===== src/sv/ips_ram.sv =====
// Single-port-write, single-port-read synchronous RAM, registered read.
// No dependencies; used for the tap store and the symbol history.
module ips_ram #(
    parameter int WIDTH = 16,
    parameter int DEPTH = 128
) (
    input  logic                     clk,
    input  logic                     we,
    input  logic [$clog2(DEPTH)-1:0] waddr,
    input  logic [WIDTH-1:0]         wdata,
    input  logic                     re,
    input  logic [$clog2(DEPTH)-1:0] raddr,
    output logic [WIDTH-1:0]         rdata
);

    logic [WIDTH-1:0] mem [DEPTH];
    logic [WIDTH-1:0] rdata_reg;

    always_ff @(posedge clk)
    begin
        if (we)
        begin
            mem[waddr] <= wdata;
        end
        if (re)
        begin
            rdata_reg <= mem[raddr];
        end
    end

    assign rdata = rdata_reg;

endmodule


===== config.mk =====
export PLATFORM = sky130hd
export DESIGN_NAME = ips_ram
export DESIGN_NICKNAME = d
export VERILOG_FILES = /design/src/sv/ips_ram.sv
export SDC_FILE = /design/constraint.sdc
export NUM_CORES = 2
export LEC_CHECK = 0
export BUFFER_PORTS_ARGS = -buffer_cell sky130_fd_sc_hd__buf_2
export CAP_MARGIN = 25
export CORE_MARGIN = 2
export CORE_UTILIZATION = 25
export CTS_CLUSTER_DIAMETER = 100
export DETAILED_ROUTE_END_ITERATION = 12
export GPL_TIMING_DRIVEN = 1
export MAX_ROUTING_LAYER = met4
export SKIP_LAST_GASP = 1
export SLEW_MARGIN = 30
export SYNTH_ARGS = -nofsm -noshare
export SYNTH_HDL_FRONTEND = slang
export SYNTH_SLANG_ARGS = --single-unit

===== constraint.sdc =====
create_clock -name clk -period 3.7 [get_ports clk]
set_clock_uncertainty 0.1 [all_clocks]
set_input_delay 0.37 -clock clk [delete_from_list [all_inputs] [get_ports clk]]
set_output_delay 0.37 -clock clk [all_outputs]
set_load 0.02 [all_outputs]

### Word-level counts from Yosys, hierarchy flattened

Memory sizes are Yosys's and may differ from the RTL's. A register that Yosys moved wholly into a read port is not among the register bits.
Cells that the tools add are included.

* word-level logic and storage cells: 3
* bits in latches: 0
* bits in writable memories: 2048
* memories kept: 1
* output and inout bits: 16
* input port bits: 33
* bits in read-only memories: 0
* flip-flop bits (word level): 0

Memory list
* mem: words 128, width 16, read ports 1, clocked after memory_dff 1, wr ports 1, line 16 `logic [WIDTH-1:0] mem [DEPTH];`

* mux-type cells: 2
* bitwise gates (word level): 0
* div/mod/pow operators: 0
* shift-type cells: 0
* multipliers: 0
* equal/unequal tests: 0
* reductions and logical operators: 0
* $lt $le $gt $ge: 0
* $add $sub $neg: 0

Operators with widths (number)
* $mux 1: 2

### Longest topological paths before layout

* word-level depth: 2
* gate-level depth with buffers: 7
* depth with buffers taken out: 4

### Worst setup path before layout

Ideal clock, no wire load.

* path kind: input-to-reg
* from: input port raddr[0]
* to: register rdata_reg[0], in the netlist rdata[0] (read register of mem) (data pin)
* path slack: 0.596 ns
* required time: 3.340 ns
* path buffers: 2
* library setup time: 0.260 ns
* cell stages on the path: 6
* data arrival time: 2.745 ns
* cell sequence: buf_2 buf_1 mux4_2 mux4_2 mux4_2 mux2_2

RTL lines
* start: declaration: line 12 `input logic [$clog2(DEPTH)-1:0] raddr,`
* end: declaration: line 17 `logic [WIDTH-1:0] rdata_reg;`

==> impl_metrics.json <==
{
  "status": "completed",
  "cts_num_sinks": 2064,
  "drt_iter0_markers": 3961,
  "grt_pass1_vias": 36000,
  "rsz0062_at_grt": "no",
  "yosysUniqueCellTypes": 16,
  "antenna_found_initial": 28,
  "yosysTopAreaCellShare_pct": 78.8,
  "die_w_um": 565,
  "synth_top_cells_by_count": "2064 x edfxtp_1, 672 x mux4_2, 122 x nor2_1",
  "yosys_warnings": 0,
  "wire_per_inst_um": 25.7,
  "antenna_left": 0,
  "finalMaxSlewViolations": 0,
  "cp_top_family": "multiplexers",
  "synth-seq-cells": 2064,
  "synth_area_per_cell_um2": 25.5,
  "cts_made_buffers": 192,
  "dominantRegCellSynth": "edfxtp_1",
  "holdBufCountCts": 9,
  "drtPass1Iterations": 5,
  "setup_violations": 0,
  "track_usage_pct": 12.8,
  "die-area_mm2": 0.319,
  "htree_levels": 4,
  "path_cells": "buf_8, buf_12, buf_4, buf_4, mux4_2, mux4_2, mux4_2, mux2_2",
  "worst_slew_pin_slew_ns": 0.967,
  "grt.overflow.total": 0,
  "arrival_ns": 3.34,
  "clk_path_buf_depth": 3,
  "setup_tns_ns": 0,
  "power_density_mw_per_mm2": 516,
  "cts_tree": "yes",
  "yosys-top-cells-area": "edfxtp_1 79%, mux4_2 19%, nor2_1 0.58%",
  "grt_pass1_wl_um": 281000,
  "power_mw": 47.7,
  "worstSetupPathType": "in -> reg",
  "synth.most_common_cell": "edfxtp_1",
  "max_freq_ghz": 0.349,
  "clk_latency_ns": 0.86,
  "ir_worst_vdd_uv": 375,
  "coreArea_mm2": 0.312,
  "postSynth.asyncResetShare_pct": 0,
  "cap_viol_max_count": 0,
  "start_util_pct": 25.2,
  "hold_class": "in -> reg",
  "area_growth_pct": 17.5,
  "end_kind": "flop",
  "start_kind": "primary input",
  "grt_max_degree": 106,
  "syn-num-nets": 3119,
  "vias_per_cell": 4.57,
  "synth_top_area_cell": "edfxtp_1",
  "clock-root-buffer": "clkbuf_16",
  "worstPathRequired_ns": 4.18,
  "synth_area_mm2": 0.0787,
  "row_count": 205,
  "finalCriticalPeriod_ns": 2.86,
  "finalCritPeriodShare_pct": 77.4,
  "hpwlAfterDp_um": 120000,
  "crit_slowest_cell": "mux4_2",
  "max_stage_delay_ns": 0.59,
  "via_count": 35500,
  "p_leak_nw": 27.9,
  "crit_top_cell": "mux4_2",
  "wirelength_um": 200000,
  "layout-drive-gt1-share_pct": 36.4,
  "path_clk_slew_ns": 0.06,
  "ys_seq_area_share_pct": 78.8,
  "hold_viol_final": 0,
  "syn_inst": 3086,
  "nFillCells": 29900,
  "relSlewSlack_pct": 35.5,
  "largest_reg_flops": 2048,
  "cp_max_fo": 16,
  "fin_nets": 3480,
  "finalWeightedCongestion": 0.802,
  "drcViolationCount": 0,
  "synth_edf_count": 2064,
  "io_pins": 49,
  "crit_buf_inv": 4,
  "cts_resized": 0,
  "cts_setup_buffers": 0,
  "numPortBuffers": 48,
  "die_h_um": 565
}
-- worst reg2reg max path: stages (launching register included) --
cell and delay [ns]:
edfxtp_1 0.36, mux4_2 0.50, mux4_2 0.63, mux4_2 0.63
mux2_2 0.32
-- final timing paths --
check	from	endpoint	slack (ns)	cells after the start
worst min-delay path	wdata[11]	mem[42][11]	0.0006	1
worst min register to register	mem[124][0]	rdata[0]	1.13	4
worst max-delay path	raddr[0]	rdata[1]	0.84	8
worst max register to register	mem[24][4]	rdata[4]	0.90	4
-- layer usage --
metal / vias to the layer above / track usage (%) / wire length, um
met5: - / - / 0
met4: 0 / 4.29 / 6040
met3: 267 / 2.19 / 14100
met2: 1420 / 20.4 / 98300
met1: 19600 / 16.4 / 81200
li1: 14200 / - / -
-- final cells by class --
| class | count | area [um^2] | area share [%] |
|---|---|---|---|
| diodes | 12 | 30.0 | 0.0325 |
| clock buffers | 243 | 5120 | 5.54 |
| clock inverters | 112 | 941 | 1.02 |
| multi-input cells | 858 | 16100 | 17.4 |
| flip-flops and latches | 2064 | 62000 | 67.0 |
| well taps | 4140 | 5180 | 5.60 |
| repair buffers | 331 | 3100 | 3.36 |
-- layout by cell type (no fill, tap or decap), drive strengths merged --
cell type,netlist,layout
inv,0,6
mux2,16,16
diode,0,12
nor3,9,9
buf,82,321
edfxtp,2064,2064
nand2,14,14
or3,1,1
clkinv,0,90
clkinvlp,0,4
dlygate4sd3,0,10
nand3,12,12
mux4,672,672
bufinv,0,12
clkbuf,82,243
nand2b,2,2
nor2b,7,7
nand4,3,3
nor2,122,122
-- metrics by stage --
stage	area (um^2)	utilization (%)	setup slack [ns]	hold slack, ns	cells
finish	92500	29.6	0.835	0.000649	7760
global placement	86300	27.6	-0.0546	0.785	7383
detailed placement	86300	27.6	-0.0393	0.801	7383
CTS	92400	29.6	0.861	0.00518	7747
global route	92500	29.6	0.791	0.0392	7758
floorplan	78700	-	0.596	0.369	3086
-- where the power goes --
| group | total (mW) | internal, mW | switching, mW |
|---|---|---|---|
| combinational | 2.56 | 1.05 | 1.51 |
| sequential | 25.9 | 25.8 | 0.0782 |
| clock | 19.2 | 10.7 | 8.54 |
| total | 47.7 | 37.6 | 10.1 |
-- kinds of logic after synthesis --
logic type             Yosys count  share of synthesized area [%]
buffers and inverters          164                          0.879
DFF                           2064                           78.8
muxes                          688                           19.5
and+or+nand+nor                170                          0.886
Power figures use the tool's default switching activity.
