--- config.mk ---
export PLATFORM = sky130hd
export DESIGN_NAME = ips_mac
export DESIGN_NICKNAME = d
export VERILOG_FILES = /design/src/sv/ips_pkg.sv /design/src/sv/ips_mac.sv
export SDC_FILE = /design/constraint.sdc
export NUM_CORES = 2
export LEC_CHECK = 0
export ABC_AREA = 1
export ABC_CLOCK_PERIOD_IN_PS = 5900
export BUFFER_PORTS_ARGS = -buffer_cell sky130_fd_sc_hd__buf_2
export CORE_ASPECT_RATIO = 1.5
export CORE_UTILIZATION = 29
export CTS_BUF_LIST = sky130_fd_sc_hd__clkbuf_2 sky130_fd_sc_hd__clkbuf_4 sky130_fd_sc_hd__clkbuf_8
export DETAILED_ROUTE_END_ITERATION = 8
export GPL_TIMING_DRIVEN = 0
export PLACE_DENSITY_LB_ADDON = 0.05
export SLEW_MARGIN = 20
export SYNTH_ARGS = -nofsm -noshare
export SYNTH_HDL_FRONTEND = slang
export SYNTH_SLANG_ARGS = --single-unit
--- constraint.sdc ---
create_clock -name clk -period 5.9 [get_ports clk]
set_input_delay 1.18 -clock clk [delete_from_list [all_inputs] [get_ports clk]]
set_output_delay 1.18 -clock clk [all_outputs]
set_load 0.005 [all_outputs]
--- src/sv/ips_pkg.sv ---
// Shared constants, codes and types of the interpolating pulse shaper.
// No dependencies.
package ips_pkg;

    localparam int DEF_MAX_SPS      = 16;
    localparam int DEF_MAX_TAPS     = 128;
    localparam int DEF_SAMPLE_WIDTH = 16;

    localparam int TAP_INDEX_W = 7;
    localparam int COEF_W      = 16;
    localparam int SYM_W       = 16;
    localparam int SPS_CFG_W   = 5;
    localparam int NTAPS_CFG_W = 8;
    localparam int GAIN_W      = 16;
    localparam int CFG_IDX_W   = 2;
    localparam int CFG_DATA_W  = 16;

    localparam logic [SPS_CFG_W-1:0]   SPS_RESET   = 5'd4;
    localparam logic [NTAPS_CFG_W-1:0] NTAPS_RESET = 8'd25;
    localparam logic [GAIN_W-1:0]      GAIN_RESET  = 16'h8000;

    // Q1.15 x Q1.15 products, split point of the gain multiply, rounding shift
    localparam int PROD_W    = COEF_W + SYM_W;
    localparam int ACC_LO_W  = 24;
    localparam int RND_SHIFT = 30;

    typedef enum logic {
        CMD_TAP_LOAD = 1'b0,
        CMD_SYMBOL   = 1'b1
    } cmd_t;

    typedef enum logic [CFG_IDX_W-1:0] {
        REG_SPS      = 2'd0,
        REG_NUM_TAPS = 2'd1,
        REG_GAIN     = 2'd2
    } reg_idx_t;

    // travels with each filter term down the MAC pipeline
    typedef struct packed {
        logic valid;
        logic first;
        logic last;
        logic last_sym;
        logic zero;
    } term_tag_t;

endpackage

--- src/sv/ips_mac.sv ---
// Complex MAC pipeline: tap x history products, accumulation, gain,
// round half up and saturation. Depends on ips_pkg.
module ips_mac import ips_pkg::*; #(
    parameter int MAX_TAPS     = DEF_MAX_TAPS,
    parameter int SAMPLE_WIDTH = DEF_SAMPLE_WIDTH
) (
    input  logic                           clk,
    input  logic                           rst_n,
    input  logic                           adv,
    input  term_tag_t                      tag_issue,
    input  logic [COEF_W-1:0]              tap_rdata,
    input  logic [2*SYM_W-1:0]             hist_rdata,
    input  logic [GAIN_W-1:0]              gain,
    output logic                           res_valid,
    output logic                           res_last_sym,
    output logic signed [SAMPLE_WIDTH-1:0] res_i,
    output logic signed [SAMPLE_WIDTH-1:0] res_q
);

    localparam int ACC_W = PROD_W + $clog2(MAX_TAPS);
    localparam int HI_W  = ACC_W - ACC_LO_W;
    localparam int HP_W  = HI_W + GAIN_W + 1;
    localparam int LP_W  = ACC_LO_W + GAIN_W;
    localparam int SUM_W = ACC_W + GAIN_W + 2;

    localparam logic signed [SUM_W-1:0] RND_BIAS = SUM_W'(1) <<< (RND_SHIFT - 1);
    localparam logic signed [SUM_W-1:0] SAT_MAX  =
        (SUM_W'(1) <<< (SAMPLE_WIDTH - 1)) - SUM_W'(1);
    localparam logic signed [SUM_W-1:0] SAT_MIN  = -SAT_MAX - SUM_W'(1);

    term_tag_t                 tag_d_reg;
    term_tag_t                 tag_m_reg;
    logic signed [PROD_W-1:0]  prod_i_reg, prod_q_reg;
    logic signed [ACC_W-1:0]   acc_i_reg, acc_q_reg;
    logic signed [ACC_W-1:0]   acc_base_i, acc_base_q;
    logic signed [ACC_W-1:0]   acc_sum_i, acc_sum_q;
    logic signed [ACC_W-1:0]   s0_i_reg, s0_q_reg;
    logic                      s0_valid_reg, s0_last_reg;
    logic signed [HP_W-1:0]    hi_prod_i_reg, hi_prod_q_reg;
    logic [LP_W-1:0]           lo_prod_i_reg, lo_prod_q_reg;
    logic                      s1_valid_reg, s1_last_reg;

    // acc * gain = hi * gain * 2^ACC_LO_W + lo * gain, then floor((x + 2^29) / 2^30)
    function automatic logic [SAMPLE_WIDTH-1:0] round_sat(
        input logic signed [HP_W-1:0] hi_p,
        input logic [LP_W-1:0]        lo_p
    );
        logic signed [SUM_W-1:0] total;
        logic signed [SUM_W-1:0] shifted;
        logic [SAMPLE_WIDTH-1:0] r;
        total   = (SUM_W'(hi_p) <<< ACC_LO_W) + $signed(SUM_W'(lo_p)) + RND_BIAS;
        shifted = total >>> RND_SHIFT;
        if (shifted > SAT_MAX)
        begin
            r = SAT_MAX[SAMPLE_WIDTH-1:0];
        end
        else if (shifted < SAT_MIN)
        begin
            r = SAT_MIN[SAMPLE_WIDTH-1:0];
        end
        else
        begin
            r = shifted[SAMPLE_WIDTH-1:0];
        end
        return r;
    endfunction

    // pipeline control
    always_ff @(posedge clk or negedge rst_n)
    begin
        if (!rst_n)
        begin
            tag_d_reg    <= '0;
            tag_m_reg    <= '0;
            s0_valid_reg <= 1'b0;
            s0_last_reg  <= 1'b0;
            s1_valid_reg <= 1'b0;
            s1_last_reg  <= 1'b0;
        end
        else if (adv)
        begin
            tag_d_reg    <= tag_issue;
            tag_m_reg    <= tag_d_reg;
            s0_valid_reg <= tag_m_reg.valid && tag_m_reg.last;
            s0_last_reg  <= tag_m_reg.last_sym;
            s1_valid_reg <= s0_valid_reg;
            s1_last_reg  <= s0_last_reg;
        end
    end

    always_comb
    begin
        acc_base_i = tag_m_reg.first ? '0 : acc_i_reg;
        acc_base_q = tag_m_reg.first ? '0 : acc_q_reg;
        acc_sum_i  = acc_base_i + ACC_W'(prod_i_reg);
        acc_sum_q  = acc_base_q + ACC_W'(prod_q_reg);
    end

    // datapath
    always_ff @(posedge clk)
    begin
        if (adv)
        begin
            if (tag_d_reg.zero)
            begin
                prod_i_reg <= '0;
                prod_q_reg <= '0;
            end
            else
            begin
                prod_i_reg <= $signed(tap_rdata) * $signed(hist_rdata[SYM_W-1:0]);
                prod_q_reg <= $signed(tap_rdata) * $signed(hist_rdata[2*SYM_W-1:SYM_W]);
            end

            if (tag_m_reg.valid)
            begin
                acc_i_reg <= acc_sum_i;
                acc_q_reg <= acc_sum_q;
                if (tag_m_reg.last)
                begin
                    s0_i_reg <= acc_sum_i;
                    s0_q_reg <= acc_sum_q;
                end
            end

            hi_prod_i_reg <= $signed(s0_i_reg[ACC_W-1:ACC_LO_W]) * $signed({1'b0, gain});
            hi_prod_q_reg <= $signed(s0_q_reg[ACC_W-1:ACC_LO_W]) * $signed({1'b0, gain});
            lo_prod_i_reg <= s0_i_reg[ACC_LO_W-1:0] * gain;
            lo_prod_q_reg <= s0_q_reg[ACC_LO_W-1:0] * gain;
        end
    end

    assign res_valid    = s1_valid_reg;
    assign res_last_sym = s1_last_reg;
    assign res_i        = $signed(round_sat(hi_prod_i_reg, lo_prod_i_reg));
    assign res_q        = $signed(round_sat(hi_prod_q_reg, lo_prod_q_reg));

endmodule

Word level (Yosys, flattened, before mapping)
Cells that the tools add are included.

Bits in registers: 377. Output and inout port bits: 34. Bits of input ports: 72.

Reductions and logical operators: 3. Magnitude comparators: 4. $mul: 6. Multiplexer cells: 6. Add/subtract/negate cells: 6.

Operator list (count): $add A56 B41 Y57 (2); $add A57 B31 Y57 const B (2); $mul A24 B16 Y40 (2); $add A39 B32 Y39 (2); $mux W39 (2); $mul A15 B17 Y32 (2); $mul A16 B16 Y32 (2); $mux W16 (4); $gt A27 B16 Y1 const B (2); $lt A27 B16 Y1 const B (2); $reduce_and A3 Y1 (1); $reduce_and A2 Y1 (1); $logic_and A1 B1 Y1 (1).

Depth between registers and ports, before layout
Depth after elaboration: 5. Mapped depth: 30.

Least setup slack after synthesis
Ideal clock, no wire load.

Kind: input to register. Start point: input hist_rdata[2]. End point: register prod_i_reg[31], data pin. Stages on the path: 28. Arrival: 6753 ps. Path slack: -1106 ps. Path through: clkbuf_1 > clkbuf_1 > nand2_1 > fa_1 > inv_1 > fa_1 > inv_1 > fa_1 > fa_1 > inv_1 > fa_1 > fa_1 > ha_1 > nand2_1 > nor2_1 > inv_1 > nor3_1 > inv_1 > nor2_1 > nand2_1 > o211ai_1 > nand2_1 > nand2_1 > nand2_1 > nand2_1 > nand2_1 > nand2_1 > nor2_1.

Cells in the longest elaborated chain, start to end: 1.

Ends and longest elaborated chain: start, declared (line ips_mac.sv:12) `input logic [2*SYM_W-1:0] hist_rdata,`; $mul A16 B16 Y32 (line ips_mac.sv:111) `prod_i_reg <= $signed(tap_rdata) * $signed(hist_rdata[SYM_W-1:0]);`; end signal, assigned (line ips_mac.sv:111); end, declared (line ips_mac.sv:33) `logic signed [PROD_W-1:0] prod_i_reg, prod_q_reg;`.

No other way between the ends. A chain may end at the register's enable or synchronous reset.

Final worst setup path
Start point: input gain[14]. End point: register lo_prod_i_reg[38], data pin.

Cells in the longest elaborated chain, start to end: 1.

Ends and longest elaborated chain: start, declared (line ips_mac.sv:13) `input logic [GAIN_W-1:0] gain,`; $mul A24 B16 Y40 (line ips_mac.sv:128) `lo_prod_i_reg <= s0_i_reg[ACC_LO_W-1:0] * gain;`; end signal, assigned (line ips_mac.sv:128); end, declared (line ips_mac.sv:40) `logic [LP_W-1:0] lo_prod_i_reg, lo_prod_q_reg;`.

No other way between the ends.

==> reports/results.ini <==
[cts]
clockBufferDepth = 3
ctsHoldBuffers = 0
cts_tree = yes
cts_root_buf = clkbuf_8
insertion_delay_ps = 850
clock_sinks = 329
cts_made_buffers = 56
cts_max_level = 2
path_clk_slew_ps = 60

[setup_path]
critPathLaunchType = input port
worstSetupEndpointType = flip-flop
required_ps = 6430
rrSetupSlack_ps = -100
path_class = in -> reg
crit_fanout = 8
critPathArrivalTime_ps = 6560

[logic_synthesis]
synthFlopType = edfxtp_1
yosysSeqAreaShare_pct = 12.1
syn_inst = 10255
yosys.area_share.adder_pct = 48.4
synth.cell_area_sq_um = 81200
synthTopCellsByCount = inv_1, nand2_1, fa_1
yosys.area_share.simple_pct = 16.0
synthArstFlopShare_pct = 3.95
synth_compound_area_share_pct = 5.58
synthMuxAreaShare_pct = 0.0277
synth_top_area_share_pct = 36.9
synth-edff-count = 316
synth-seq-cells = 329
synth.avg_cell_area_sq_um = 7.92
synth_top_family_by_area = adder cells
yosysMostFrequentCell = inv_1
synth_fp_nets = 12571
synth_cell_types = 56
yosysTopAreaCell = fa_1
synth_xor_area_share_pct = 2.33
yosys_warnings = 0
ys_top_cells_by_area = fa_1, inv_1, nand2_1, edfxtp_1, ha_1

[routing]
routed_wl_mm = 336
vias = 66057
dr.pass1.iters = 6
route.detailed.drc = 0
vias_per_cell = 4.58
wl_per_cell_microns = 23.3
ant_nets = 0
drt_iter0_markers = 2997

[placed_design]
post-place-ws_ps = -2240
place_congestion = 0.909
hpwl_mm = 282
dpl.cell_count = 14029
portBuffers = 61
dpl-instance-area_sq_um = 89300

[die]
die_y_microns = 650
start_util_pct = 29.2
coreArea_sq_um = 278000
pin_count = 106
dieArea_sq_um = 282000
dieWidth_microns = 434
rows = 237

[outcome]
outcome = finished, violations left
violations = setup timing

[grt]
grt_max_degree = 75
antenna_found_initial = 8
grt_pass1_vias = 72669
grt_usage_pct = 23.9
grt_pass1_wl_mm = 484
grt_overflow = 0

[timing]
fmax_mhz = 166
setup_violations = 26
slew_viol_final = 0
finClkSkew_ps = 64.7
rsz0062_at_grt = true
worst_slew_pin_slew_ps = 1070
fin_ws_ps = -127
fin_crit_ps = 6030
fin_crit_sh_pct = 102
final_hold_viol_count = 0
maxSlewHeadroom_pct = 28.5

[cells_and_area]
drive_above_1_share_pct = 14.7
layout.nets = 12984
design_area_sq_um = 98000
syn2layout_area_growth_pct = 20.7
postLayoutCoreUtil_pct = 35.2
stdcell_count = 14422

[flow_run]
drv_cap = 0

[min_path]
hold_path_class = in -> async

## per-stage QoR
stage / hold WS, ps / setup TNS [ps]
detailed placement: 480 / -181680
floorplan: 449 / -15240
global placement: 477 / -758680
global route: 220 / -8470
CTS: 135 / -424
finish: 237 / -1590
## routing by layer
metal	up-vias	track usage (%)	routed length, microns	share of wire (%)
met5	-	0	27	0.0080
met4	4	15.3	27700	8.2
met3	617	1.57	8270	2.5
li1	30791	-	-	-
met1	33283	23.7	115000	34
met2	1362	47.0	185000	55
## logic make-up (layout without fill, tap and decap cells)
| kind of cell | after synthesis | in the layout |
|---|---|---|
| buffers and inverters | 3360 | 3820 |
| and+or+nand+nor | 3300 | 3300 |
| adders and majority gates | 2244 | 2244 |
| AOI/OAI and AO/OA | 804 | 804 |
| DFF | 329 | 329 |
| xor gates and xnor gates | 216 | 216 |
| muxes | 2 | 2 |
| other | 0 | 3 |
## layout by cell type (no fill, tap or decap), drive strengths merged, types with 6 or more instances in the layout
cell | Yosys | final
inv | 2931 | 2934
nand2 | 2552 | 2552
fa | 1498 | 1498
ha | 746 | 746
buf | 31 | 527
nor2 | 460 | 460
a21oi | 379 | 379
clkbuf | 397 | 317
edfxtp | 316 | 316
o21ai | 217 | 217
nand3 | 141 | 141
xor2 | 140 | 140
xnor2 | 76 | 76
a31oi | 53 | 53
nand4 | 47 | 47
nor3 | 47 | 47
o21a | 36 | 36
a21o | 34 | 34
o21bai | 30 | 30
clkinv | 1 | 30
or2 | 17 | 17
nor4 | 17 | 17
o211ai | 13 | 13
dfrtp | 13 | 13
a21boi | 13 | 13
nand3b | 10 | 10
bufinv | 0 | 7
a221oi | 6 | 6
## path summary, 6_finish.rpt
kind | startpoint | end | depth (start not counted)
min | rst_n | tag_d_reg[3]$_DFFE_PN0P_ | 1
min in group clk | tag_m_reg[1]$_DFFE_PN0P_ | s0_last_reg$_DFFE_PN0P_ | 2
min reg2reg | tag_m_reg[1]$_DFFE_PN0P_ | s0_last_reg$_DFFE_PN0P_ | 2
max in group asynchronous | rst_n | tag_m_reg[3]$_DFFE_PN0P_ | 1
max | gain[14] | lo_prod_i_reg[38]$_DFFE_PP_ | 24
max reg2reg | s0_q_reg[8]$_DFFE_PP_ | lo_prod_q_reg[26]$_DFFE_PP_ | 20
## what timing repair did
action                     4_1_cts  5_1_grt
pin swaps                      141      209
setup endpoints to repair      113       85
cloned                           5        4
setup buffers                  275       88
gates resized for setup        746      417
## layout make-up
| cell class | count | area (sq um) |
|---|---|---|
| Fill cell | 29709 | 180000 |
| Multi-Input combinational cell | 6566 | 62300 |
| Inverter | 2932 | 11000 |
| Sequential cell | 329 | 9810 |
| Buffer | 341 | 4850 |
| Tap cell | 3704 | 4630 |
| Timing Repair Buffer | 442 | 4140 |
| Clock buffer | 61 | 808 |
| Clock inverter | 44 | 433 |
| Antenna cell | 3 | 7.51 |
## worst max-delay path, stage by stage
cell	delay [ps]
buf_8	150
clkbuf_16	210
buf_12	130
clkbuf_16	180
nand2_1	90
fa_2	500
fa_1	490
inv_1	50
fa_2	530
fa_2	440
fa_1	490
inv_1	60
fa_2	570
inv_2	60
ha_4	240
a21oi_4	130
o21a_1	140
nand2_2	70
a21oi_4	150
o21ai_4	110
nand2_2	120
nand2_4	90
a21oi_4	190
xnor2_4	110
Power is not shown: default switching activity piles up to over one toggle a cycle in this logic, so the estimate is an artifact.
