File: src/sv/ips_pkg.sv
// Shared constants, codes and types of the interpolating pulse shaper.
// No dependencies.
package ips_pkg;

    localparam int DEF_MAX_SPS      = 16;
    localparam int DEF_MAX_TAPS     = 128;
    localparam int DEF_SAMPLE_WIDTH = 16;

    localparam int TAP_INDEX_W = 7;
    localparam int COEF_W      = 16;
    localparam int SYM_W       = 16;
    localparam int SPS_CFG_W   = 5;
    localparam int NTAPS_CFG_W = 8;
    localparam int GAIN_W      = 16;
    localparam int CFG_IDX_W   = 2;
    localparam int CFG_DATA_W  = 16;

    localparam logic [SPS_CFG_W-1:0]   SPS_RESET   = 5'd4;
    localparam logic [NTAPS_CFG_W-1:0] NTAPS_RESET = 8'd25;
    localparam logic [GAIN_W-1:0]      GAIN_RESET  = 16'h8000;

    // Q1.15 x Q1.15 products, split point of the gain multiply, rounding shift
    localparam int PROD_W    = COEF_W + SYM_W;
    localparam int ACC_LO_W  = 24;
    localparam int RND_SHIFT = 30;

    typedef enum logic {
        CMD_TAP_LOAD = 1'b0,
        CMD_SYMBOL   = 1'b1
    } cmd_t;

    typedef enum logic [CFG_IDX_W-1:0] {
        REG_SPS      = 2'd0,
        REG_NUM_TAPS = 2'd1,
        REG_GAIN     = 2'd2
    } reg_idx_t;

    // travels with each filter term down the MAC pipeline
    typedef struct packed {
        logic valid;
        logic first;
        logic last;
        logic last_sym;
        logic zero;
    } term_tag_t;

endpackage

File: src/sv/ips_ctrl.sv
// Sequencer: accepts items, writes the stores, walks the polyphase terms.
// Depends on ips_pkg.
module ips_ctrl import ips_pkg::*; #(
    parameter int MAX_SPS  = DEF_MAX_SPS,
    parameter int MAX_TAPS = DEF_MAX_TAPS
) (
    input  logic                        clk,
    input  logic                        rst_n,
    input  logic                        adv,
    input  logic                        item_valid,
    output logic                        item_ready,
    input  logic                        item_cmd,
    input  logic [TAP_INDEX_W-1:0]      item_tap_index,
    input  logic [SPS_CFG_W-1:0]        sps_cfg,
    input  logic [NTAPS_CFG_W-1:0]      ntaps_cfg,
    output logic                        tap_we,
    output logic [$clog2(MAX_TAPS)-1:0] tap_waddr,
    output logic                        hist_we,
    output logic [$clog2(MAX_TAPS)-1:0] hist_waddr,
    output logic                        rd_en,
    output logic [$clog2(MAX_TAPS)-1:0] tap_raddr,
    output logic [$clog2(MAX_TAPS)-1:0] hist_raddr,
    output term_tag_t                   tag
);

    localparam int AW    = $clog2(MAX_TAPS);
    localparam int P_W   = (MAX_SPS > 1) ? $clog2(MAX_SPS) : 1;
    localparam int SPS_W = $clog2(MAX_SPS + 1);
    localparam int NT_W  = $clog2(MAX_TAPS + 1);
    localparam int T_W   = $clog2(MAX_TAPS + MAX_SPS + 1);

    typedef enum logic [1:0] {
        ST_IDLE = 2'b01,
        ST_RUN  = 2'b10
    } state_t;

    state_t           state_reg, state_next;
    logic [AW-1:0]    ptr_reg, ptr_next;
    logic [NT_W-1:0]  fill_reg, fill_next;
    logic [SPS_W-1:0] sps_reg, sps_next;
    logic [NT_W-1:0]  nt_reg, nt_next;
    logic [P_W-1:0]   phase_reg, phase_next;
    logic [T_W-1:0]   t_reg, t_next;
    logic [AW-1:0]    m_reg, m_next;
    logic [AW-1:0]    haddr_reg, haddr_next;

    logic             accept;
    logic             sym_accept;
    logic [AW-1:0]    ptr_inc;
    logic [SPS_W-1:0] sps_clamped;
    logic [NT_W-1:0]  nt_clamped;
    logic             run;
    logic             last_term;
    logic             last_phase;
    logic             dummy;

    assign item_ready = (state_reg == ST_IDLE);
    assign accept     = item_valid && item_ready;
    assign sym_accept = accept && (cmd_t'(item_cmd) == CMD_SYMBOL);
    assign ptr_inc    = (ptr_reg == AW'(MAX_TAPS - 1)) ? '0 : ptr_reg + 1'b1;

    // loads past the end of the store are dropped
    assign tap_we     = accept && (cmd_t'(item_cmd) == CMD_TAP_LOAD)
                        && (int'(item_tap_index) < MAX_TAPS);
    assign tap_waddr  = AW'(item_tap_index);
    assign hist_we    = sym_accept;
    assign hist_waddr = ptr_inc;

    always_comb
    begin
        if (sps_cfg == '0)
        begin
            sps_clamped = SPS_W'(1);
        end
        else if (int'(sps_cfg) > MAX_SPS)
        begin
            sps_clamped = SPS_W'(MAX_SPS);
        end
        else
        begin
            sps_clamped = SPS_W'(sps_cfg);
        end

        if (ntaps_cfg == '0)
        begin
            nt_clamped = NT_W'(1);
        end
        else if (int'(ntaps_cfg) > MAX_TAPS)
        begin
            nt_clamped = NT_W'(MAX_TAPS);
        end
        else
        begin
            nt_clamped = NT_W'(ntaps_cfg);
        end
    end

    assign run        = (state_reg == ST_RUN);
    assign last_term  = ((T_W+1)'(t_reg) + (T_W+1)'(sps_reg)) >= (T_W+1)'(nt_reg);
    assign last_phase = (SPS_W'(phase_reg) + SPS_W'(1)) == sps_reg;
    // a phase with no taps still yields one (zero) sample
    assign dummy      = (T_W+1)'(t_reg) >= (T_W+1)'(nt_reg);

    assign rd_en        = run && adv;
    assign tap_raddr    = AW'(t_reg);
    assign hist_raddr   = haddr_reg;
    assign tag.valid    = run;
    assign tag.first    = (m_reg == '0);
    assign tag.last     = last_term;
    assign tag.last_sym = last_term && last_phase;
    // history entries not yet written since reset read as zero
    assign tag.zero     = dummy || (NT_W'(m_reg) >= fill_reg);

    always_comb
    begin
        state_next = state_reg;
        ptr_next   = ptr_reg;
        fill_next  = fill_reg;
        sps_next   = sps_reg;
        nt_next    = nt_reg;
        phase_next = phase_reg;
        t_next     = t_reg;
        m_next     = m_reg;
        haddr_next = haddr_reg;

        case (state_reg)
            ST_IDLE:
            begin
                if (sym_accept)
                begin
                    state_next = ST_RUN;
                    ptr_next   = ptr_inc;
                    fill_next  = (fill_reg == NT_W'(MAX_TAPS)) ? fill_reg : fill_reg + 1'b1;
                    sps_next   = sps_clamped;
                    nt_next    = nt_clamped;
                    phase_next = '0;
                    t_next     = '0;
                    m_next     = '0;
                    haddr_next = ptr_inc;
                end
            end
            ST_RUN:
            begin
                if (adv)
                begin
                    if (last_term)
                    begin
                        phase_next = phase_reg + 1'b1;
                        t_next     = T_W'(phase_reg) + T_W'(1);
                        m_next     = '0;
                        haddr_next = ptr_reg;
                        if (last_phase)
                        begin
                            state_next = ST_IDLE;
                        end
                    end
                    else
                    begin
                        t_next     = t_reg + T_W'(sps_reg);
                        m_next     = m_reg + 1'b1;
                        haddr_next = (haddr_reg == '0) ? AW'(MAX_TAPS - 1)
                                                       : haddr_reg - 1'b1;
                    end
                end
            end
            default:
            begin
                state_next = ST_IDLE;
            end
        endcase
    end

    always_ff @(posedge clk or negedge rst_n)
    begin
        if (!rst_n)
        begin
            state_reg <= ST_IDLE;
            ptr_reg   <= '0;
            fill_reg  <= '0;
            sps_reg   <= SPS_W'(1);
            nt_reg    <= NT_W'(1);
            phase_reg <= '0;
            t_reg     <= '0;
            m_reg     <= '0;
            haddr_reg <= '0;
        end
        else
        begin
            state_reg <= state_next;
            ptr_reg   <= ptr_next;
            fill_reg  <= fill_next;
            sps_reg   <= sps_next;
            nt_reg    <= nt_next;
            phase_reg <= phase_next;
            t_reg     <= t_next;
            m_reg     <= m_next;
            haddr_reg <= haddr_next;
        end
    end

endmodule

File: config.mk
export PLATFORM = sky130hd
export DESIGN_NAME = ips_ctrl
export DESIGN_NICKNAME = d
export VERILOG_FILES = /design/src/sv/ips_pkg.sv /design/src/sv/ips_ctrl.sv
export SDC_FILE = /design/constraint.sdc
export NUM_CORES = 1
export LEC_CHECK = 0
export ABC_AREA = 1
export BUFFER_PORTS_ARGS = -buffer_cell sky130_fd_sc_hd__buf_4
export CORE_MARGIN = 5
export CORE_UTILIZATION = 45
export DETAILED_ROUTE_END_ITERATION = 16
export PLACE_DENSITY = 0.78
export SYNTH_ARGS = -nofsm -noshare
export SYNTH_HDL_FRONTEND = slang
export SYNTH_SLANG_ARGS = --single-unit
export TNS_END_PERCENT = 30
File: constraint.sdc
create_clock -name clk -period 6.3 [get_ports clk]
set_clock_uncertainty 0.15 [all_clocks]
set_input_delay 0.315 -clock clk [delete_from_list [all_inputs] [get_ports clk]]
set_output_delay 0.315 -clock clk [all_outputs]
set_load 0.01 [all_outputs]
=== Yosys cells after proc, flatten, opt, wreduce, memory -nomap -nowiden ===
Index checks and enable logic that the tools add are counted.

* Output and inout port bits: 37
* Register bits: 56

* Reductions and logical operators: 16
* Bitwise gates (word level): 2
* Eq/ne operators: 9
* Mux-type cells: 27
* $add $sub $neg: 9
* Order comparisons: 5

{| class="wikitable"
|+ Operators with widths
! kind !! number
|-
| $mux W7 || 8
|-
| $mux W8 || 5
|-
| $pmux W7 S2 || 2
|-
| $pmux W8 S2 || 1
|-
| $add A7 B1 Y7 const B || 2
|-
| $logic_not A7 Y1 || 2
|-
| $mux W4 || 3
|-
| $add A4 B1 Y5 const B || 2
|-
| $mux W5 || 2
|-
| $add A8 B5 Y9 || 1
|-
| $ge A9 B8 Y1 || 1
|-
| $add A8 B1 Y8 const B || 1
|-
| $add A8 B5 Y8 || 1
|-
| $eq A8 B8 Y1 const B || 1
|-
| $ge A7 B8 Y1 || 1
|-
| $ge A8 B8 Y1 || 1
|-
| $gt A8 B8 Y1 const B || 1
|-
| $logic_not A8 Y1 || 1
|-
| $mux W2 || 4
|-
| $pmux W4 S2 || 1
|-
| $reduce_and A4 Y1 || 2
|-
| $eq A7 B7 Y1 const B || 1
|-
| $sub A7 B1 Y7 const B || 1
|-
| $ne A2 B1 Y1 const B || 3
|-
| other kinds (14) || 20
|}

=== Logic depth before layout (Yosys ltp) ===
Gate-level depths: netlist (run 1).

* Word-level depth: 6
* Gate-level depth with buffers: 19
* Gate-level depth less buffers: 19

=== Worst setup path after synthesis (run 1) ===
OpenSTA, ideal clock, no wires.

* Path kind: reg-to-output
* From: register t_reg[0]
* To: output tag[2] in the netlist's numbering
* Data required time: 5835 ps
* Stages on the path, launching flop included: 17
* Arrival: 2649 ps
* Setup slack: 3186 ps
* Path through: dfrtp_1 ha_1 fa_1 nand3_1 nand2_2 a21oi_1 nor2_1 xor2_1 inv_1 ha_1 o211a_1 nand2_1 nand2_1 nand2_1 nand2_4 buf_6 buf_4

* Longest elaborated chain between the ends: 2

{| class="wikitable"
|+ Ends and longest elaborated chain
! element !! line !! RTL
|-
| from (decl) || ips_ctrl.sv:43 || <nowiki>logic [T_W-1:0] t_reg, t_next;</nowiki>
|-
| from (signal assigned) || ips_ctrl.sv:195 || <nowiki>t_reg <= t_next;</nowiki>
|-
| $add A8 B5 Y9 || ips_ctrl.sv:99 || <nowiki>assign last_term = ((T_W+1)'(t_reg) + (T_W+1)'(sps_reg)) >= (T_W+1)'(nt_reg);</nowiki>
|-
| $ge A9 B8 Y1 || ips_ctrl.sv:99 ||
|-
| to (decl) || ips_ctrl.sv:23 || <nowiki>output term_tag_t tag</nowiki>
|}

No other way between the ends.

==> flow_summary.yaml, run 1 <==
run_status:
  outcome: "finished, final reports clean"
run:
  max_cap_violations: 0
detailed_routing:
  vias: 3462
  drcViolationCount: 0
  via_per_inst: 5.22
  drtIter0Drc: 174
  wl_mm: 9.00
  dr.pass1.iters: 5
  wl_per_cell_um: 13.6
  ant_nets: 0
cells_and_area:
  nets: 616
  fillers: 863
  antenna_cells: 0
  drive_gt1_share_pct: 12.8
  area_growth_pct: 10.9
  regArea_um2: 1410
  multiInputGateArea_um2: 2060
setup_path:
  regToRegSetupSlack_ps: 2830
  r2r_start: "t_reg[0]$_DFFE_PN0P_"
  cp.depth: 17
  cp.arrival_ps: 3450
  crit_end: "tag[1]"
  cp_max_fo: 18
  crit_start: "t_reg[0]$_DFFE_PN0P_"
  crit_slowest_cell: "dfrtp_1"
  cpPeakStageDelay_ps: 410
  required_ps: 5830
  crit_path_end_kind: "output port"
  r2r-end: "phase_reg[2]$_DFFE_PN0P_"
  path_class: "flop to output port"
  path_cells: "ha_1 -> fa_1 -> nand3_1 -> nand2_2 -> a21oi_1 -> nor2_1 -> xor2_1 -> inv_1 -> ha_1 -> o211a_1 -> nand2_1 -> nand2_1 -> nand2_1 -> nand2_4 -> inv_1 -> nor2_1 -> buf_4"
  rr_worst_depth: 19
  start_kind: "flop"
  crit_buf_inv: 3
  crit_top_cell: "nand2_1"
  crit_family: "simple AND/OR/NAND/NOR gates"
sta:
  tns_ps: 0
  period_share_pct: 62.1
  holdWs_ps: 75.4
  rsz0062_at_grt: "no"
  hold_viol_final: 0
  setup_violations: 0
  drv_slew: 0
  fin_crit_ps: 3910
  tightest_slew_ps: 791
  max_clock_freq_mhz: 256
  max_slew_margin_pct: 47.1
grt:
  grt_remaining_overflow: 0
  antenna_found_initial: 0
  grt_first_pass_wirelength_mm: 15.1
  grt_pass1_vias: 3332
  grt_max_degree: 57
  track_usage_pct: 16.5
logic_synthesis:
  synth_most_common_cell: "nand2_1"
  synth_nets: 585
  synthDistinctLibCells: 39
  ys_ff_latch: 56
  yosys-top-cells-count: "nand2_1 (109), inv_1 (84), dfrtp_1 (53)"
  yosysTopAreaCell: "dfrtp_1"
  synth_edf_count: 0
  yosysWarnings: 0
  syn_area_um2: 3950
  ys.flop_type: "dfrtp_1"
  ys_top_cells_by_area: "dfrtp_1 (34%), ha_1 (11%), nand2_1 (10%), inv_1 (8.0%), nand3_1 (4.6%)"
  netlist_instances: 523
  synth-seq-area-share_pct: 35.6
  syn_avg_cell_area_um2: 7.55
  synth_top_area_share_pct: 33.6
  synthArstFlopShare_pct: 100
hold_path:
  min_path_cells: 3
  hold_path_class: "input pin to flop"
floorplanning:
  die_y_um: 104
  dieArea_um2: 10700
  core-area_um2: 8640
  start_util_pct: 45.7
  row_count: 34
  ios: 62
  die_w_um: 104
power_and_ir_drop:
  p_sw_w: 0.000917
  sw_frac_of_total_pct: 47.0
  powerDensity_nw_per_um2: 445
  p_seq_share_pct: 31.5
  pwr-share-comb_pct: 57.8
  clkPwrFrac_pct: 10.7
  p_leak_nw: 2.29
  vdd_drop_max_mv: 0.221
  intPower_w: 0.00103
place:
  io_buffers: 47
  gp_congestion: 0.913
  dp_hpwl_mm: 6.90
clocking:
  cts_made_buffers: 5
  htreeDepth: 2
  clock_path_buffers: 2
  clockRootBuffer: "clkbuf_8"
  clock_latency_ps: 310
  cts_tree: "built"
  cts_setup_buffers: 0
  cts_sinks: 56
  path_clk_slew_ps: 100
-- worst reg2reg max path: stages (launching register included) --
cell and delay, ps:
dfrtp_1 410, ha_1 240, fa_1 410, nand3_1 120, nand2_2 100, a21oi_1 140, nor2_1 60, xor2_1 170
inv_1 80, ha_1 300, o211a_1 140, nand2_1 50, nand2_1 50, nand2_1 220, nand2_4 280, nand2_1 100
nand2_2 110, nand2_1 100, nand2_1 90, nand2_1 50
-- metrics by stage --
stage               power [W]  std cells  setup slack, ps  area (µm²)  utilization (%)
detailed placement    0.00174        654             2760        4280             49.5
finish                0.00195        663             2390        4380             50.7
global route          0.00216        663             2130        4380             50.7
CTS                   0.00197        663             2410        4380             50.7
global placement      0.00171        654             2850        4280             49.5
floorplan             0.00141        523             3190        3950                -
-- layout make-up --
type,count,share of cell area (%)
Clock buffer,7,1.97
Clock inverter,1,0.171
Inverter,85,7.28
Multi-Input combinational cell,358,47.1
Sequential cell,56,32.1
Tap cell,108,3.08
Timing Repair Buffer,48,8.28
-- routing by layer --
layer,vias up,global-route usage [%],routed length (µm)
met5,-,0,0
met4,0,4.07,110
met3,13,3.17,437
met2,105,28.6,4500
met1,1609,21.0,3940
li1,1735,-,-
-- repair_timing --
action / 4_1_cts / 5_1_grt
endpoints found under the hold margin: 53 / 0
gates resized for setup: 0 / 0
hold buffers: 1 / 0
-- cells by family (layout without fill, tap and decap cells) --
group,after synthesis,in the layout,synth area share [%]
AND/OR/NAND/NOR,221,221,24.1
buffers and inverters,109,141,12.1
adder cells (fa/ha/maj),37,37,11.9
XOR/XNOR,20,20,4.44
flip-flops,56,56,35.6
AO/OA/AOI/OAI,80,80,11.9
-- worst min-delay path by stage --
stage	start	to	slack, ps
CTS	ntaps_cfg[6]	nt_reg[6]$_DFFE_PN0P_	70
finish	ntaps_cfg[3]	nt_reg[3]$_DFFE_PN0P_	80
global route	ntaps_cfg[3]	nt_reg[3]$_DFFE_PN0P_	60
detailed placement	rst_n	nt_reg[1]$_DFFE_PN0P_	280
global placement	rst_n	nt_reg[3]$_DFFE_PN0P_	270
floorplan	rst_n	fill_reg[0]$_DFFE_PN0P_	-130
-- placed cells by master (no fill, tap or decap), drive strengths merged, types with 2 or more instances in the layout --
cell    Yosys  routed
a21oi      27      27
buf        20      47
clkbuf      4       7
dfrtp      53      53
dfstp       3       3
ha         36      36
inv        85      85
nand2     112     112
nand3      36      36
nand4       9       9
nor2       50      50
nor3        9       9
nor4        3       3
o21a        3       3
o21ai      31      31
o221ai      2       2
o22ai      10      10
or2         2       2
xnor2       2       2
xor2       18      18
-- power groups by stage --
stage	clock network, W	registers [W]	logic [W]
floorplan	0	0.000597	0.000814
global placement	0	0.000614	0.00109
detailed placement	0	0.000621	0.00112
CTS	0.000219	0.000614	0.00113
global route	0.000233	0.000632	0.00129
finish	0.000209	0.000614	0.00113
Note: power is estimated with default switching activity, not from simulation.
==> run 2: changes to the inputs <==
Clock period 6.3 ns to 3.9 ns, I/O delays scaled along.
==> run 2 against run 1 <==
Against the previous run:
- register-to-register slack worse by 2400 ps
- global-route usage up 0.31 points
- final area up 3.3%
- via count up 0.12%
- combinational power up 66%
- die area unchanged
- clock power up 110%
- sequential power up 62%
- sequential share of layout area down 1.0 points
- total power up 70%
- non-clock buffer count up 12
- largest cell class unchanged
- highest routed layer unchanged
==> flow_summary.yaml, run 2 (same netlist as run 1, synthesis figures left out) <==
run_status:
  outcome: "finished, final reports clean"
detailed_routing:
  vias: 3466
  drtIter0Drc: 162
  dr.pass1.iters: 5
  drcViolationCount: 0
  ant_nets: 0
  via_per_inst: 5.13
  wl_mm: 9.04
  wl_per_cell_um: 13.4
clocking:
  clockRootBuffer: "clkbuf_8"
  clock_latency_ps: 300
  cts_made_buffers: 5
  path_clk_slew_ps: 100
  clock_path_buffers: 2
  cts_tree: "built"
  cts_sinks: 56
  htreeDepth: 2
cells_and_area:
  drive_gt1_share_pct: 13.8
  nets: 628
  antenna_cells: 0
  area_growth_pct: 14.6
  final_cell_area_um2: 4530
  final_cells: 675
  layout_common_cells: "nand2_1 (108), inv_1 (84), dfrtp_1 (53), buf_4 (53), nor2_1 (48)"
  final_common_cell: "nand2_1"
place:
  dp_cells: 656
  placed_area_um2: 4290
  io_buffers: 47
  dp_hpwl_mm: 6.88
  gp_congestion: 0.914
floorplanning:
  core-area_um2: 8640
  ios: 62
  die_y_um: 104
  start_util_pct: 45.7
  row_count: 34
  dieArea_um2: 10700
  die_w_um: 104
setup_path:
  start_kind: "flop"
  cp.arrival_ps: 3290
  crit_path_end_kind: "output port"
  required_ps: 3560
  cp_max_fo: 10
  path_class: "flop to output port"
sta:
  tightest_slew_ps: 707
  setup_violations: 0
  holdWs_ps: 5.31
  rsz0062_at_grt: "no"
  tns_ps: 0
  max_clock_freq_mhz: 275
  max_slew_margin_pct: 52.8
  drv_slew: 0
  period_share_pct: 93.1
  fin_crit_ps: 3630
  hold_viol_final: 0
power_and_ir_drop:
  vdd_drop_max_mv: 0.284
  powerDensity_nw_per_um2: 732
  p_leak_nw: 2.37
hold_path:
  hold_path_class: "input pin to flop"
grt:
  grt_max_degree: 57
  grt_remaining_overflow: 0
  track_usage_pct: 16.8
  antenna_found_initial: 0
  grt_first_pass_wirelength_mm: 15.5
  grt_pass1_vias: 3382
run:
  max_cap_violations: 0
[run 2: cell count changes in the layout (fill, tap and decap cells not counted)]
| cell | previous run | this run |
|---|---|---|
| dlygate4sd3_1 | 1 | 7 |
| nand2_1 | 109 | 108 |
| bufinv_16 | 0 | 2 |
| buf_4 | 47 | 53 |
| clkinvlp_4 | 1 | 0 |
| clkbuf_8 | 6 | 5 |
| nand2_2 | 2 | 3 |
[run 2: cell type report]
| class | instances | area (µm²) |
|---|---|---|
| clock buffers | 6 | 72.6 |
| clock inverters | 2 | 60.1 |
| fillers | 826 | 4110 |
| inverters | 85 | 319 |
| multi-input cells | 358 | 2070 |
| flip-flops and latches | 56 | 1410 |
| well taps | 108 | 135 |
| repair buffers | 60 | 468 |
[run 2: metal layers]
metal	up-vias	part of all wire (%)	global-route usage, %
li1	1760	-	-
met1	1621	45	22.2
met2	79	50	28.6
met3	6	4.5	3.42
met4	0	0.82	3.15
met5	-	0	0
[run 2: timing repair]
item                                    in CTS  in global routing
endpoints found under the hold margin       59                  0
endpoints found under the setup margin       0                  2
gates resized for setup                      0                  1
buffers inserted                             0                  4
hold buffers                                 7                  0
[run 2: metrics by stage]
step	setup slack [ps]	power [W]	util, %
floorplan	900	0.00228	-
global placement	576	0.00276	49.7
detailed placement	368	0.00282	49.7
CTS	61.5	0.00328	52.0
global route	14.2	0.00365	52.4
finish	269	0.00331	52.4
[run 2: worst paths after layout]
path	from	to	slack (ps)	cells after the start
worst max-delay path	t_reg[0]$_DFFE_PN0P_	tag[1]	270	17
worst min-delay path	sps_cfg[1]	sps_reg[1]$_DFFE_PN0P_	5	3
worst max register to register	t_reg[0]$_DFFE_PN0P_	m_reg[4]$_DFFE_PN0P_	440	18
worst min register to register	state_reg[1]$_DFFE_PN0P_	state_reg[0]$_DFFE_PN1P_	320	1
max in group asynchronous	rst_n	ptr_reg[1]$_DFFE_PN0P_	2800	2
min in group asynchronous	rst_n	t_reg[1]$_DFFE_PN0P_	330	2
[run 2: worst max-delay path, cell delays in order, from the launching register on]
cell	delay (ps)
dfrtp_1	420
ha_1	250
fa_1	410
nand3_1	120
nand2_2	100
a21oi_1	140
nor2_1	70
xor2_1	200
inv_1	70
ha_1	290
o211a_1	130
nand2_1	50
nand2_1	90
nand2_2	140
nand2_4	170
inv_1	100
nor2_1	100
buf_4	130
[run 2: power breakdown]
group,switching (W),internal (W),total [W]
combinational,0.00110,0.000784,0.00188
clock,0.000183,0.000257,0.000440
sequential,0.000201,0.000793,0.000994
total,0.00148,0.00183,0.00331
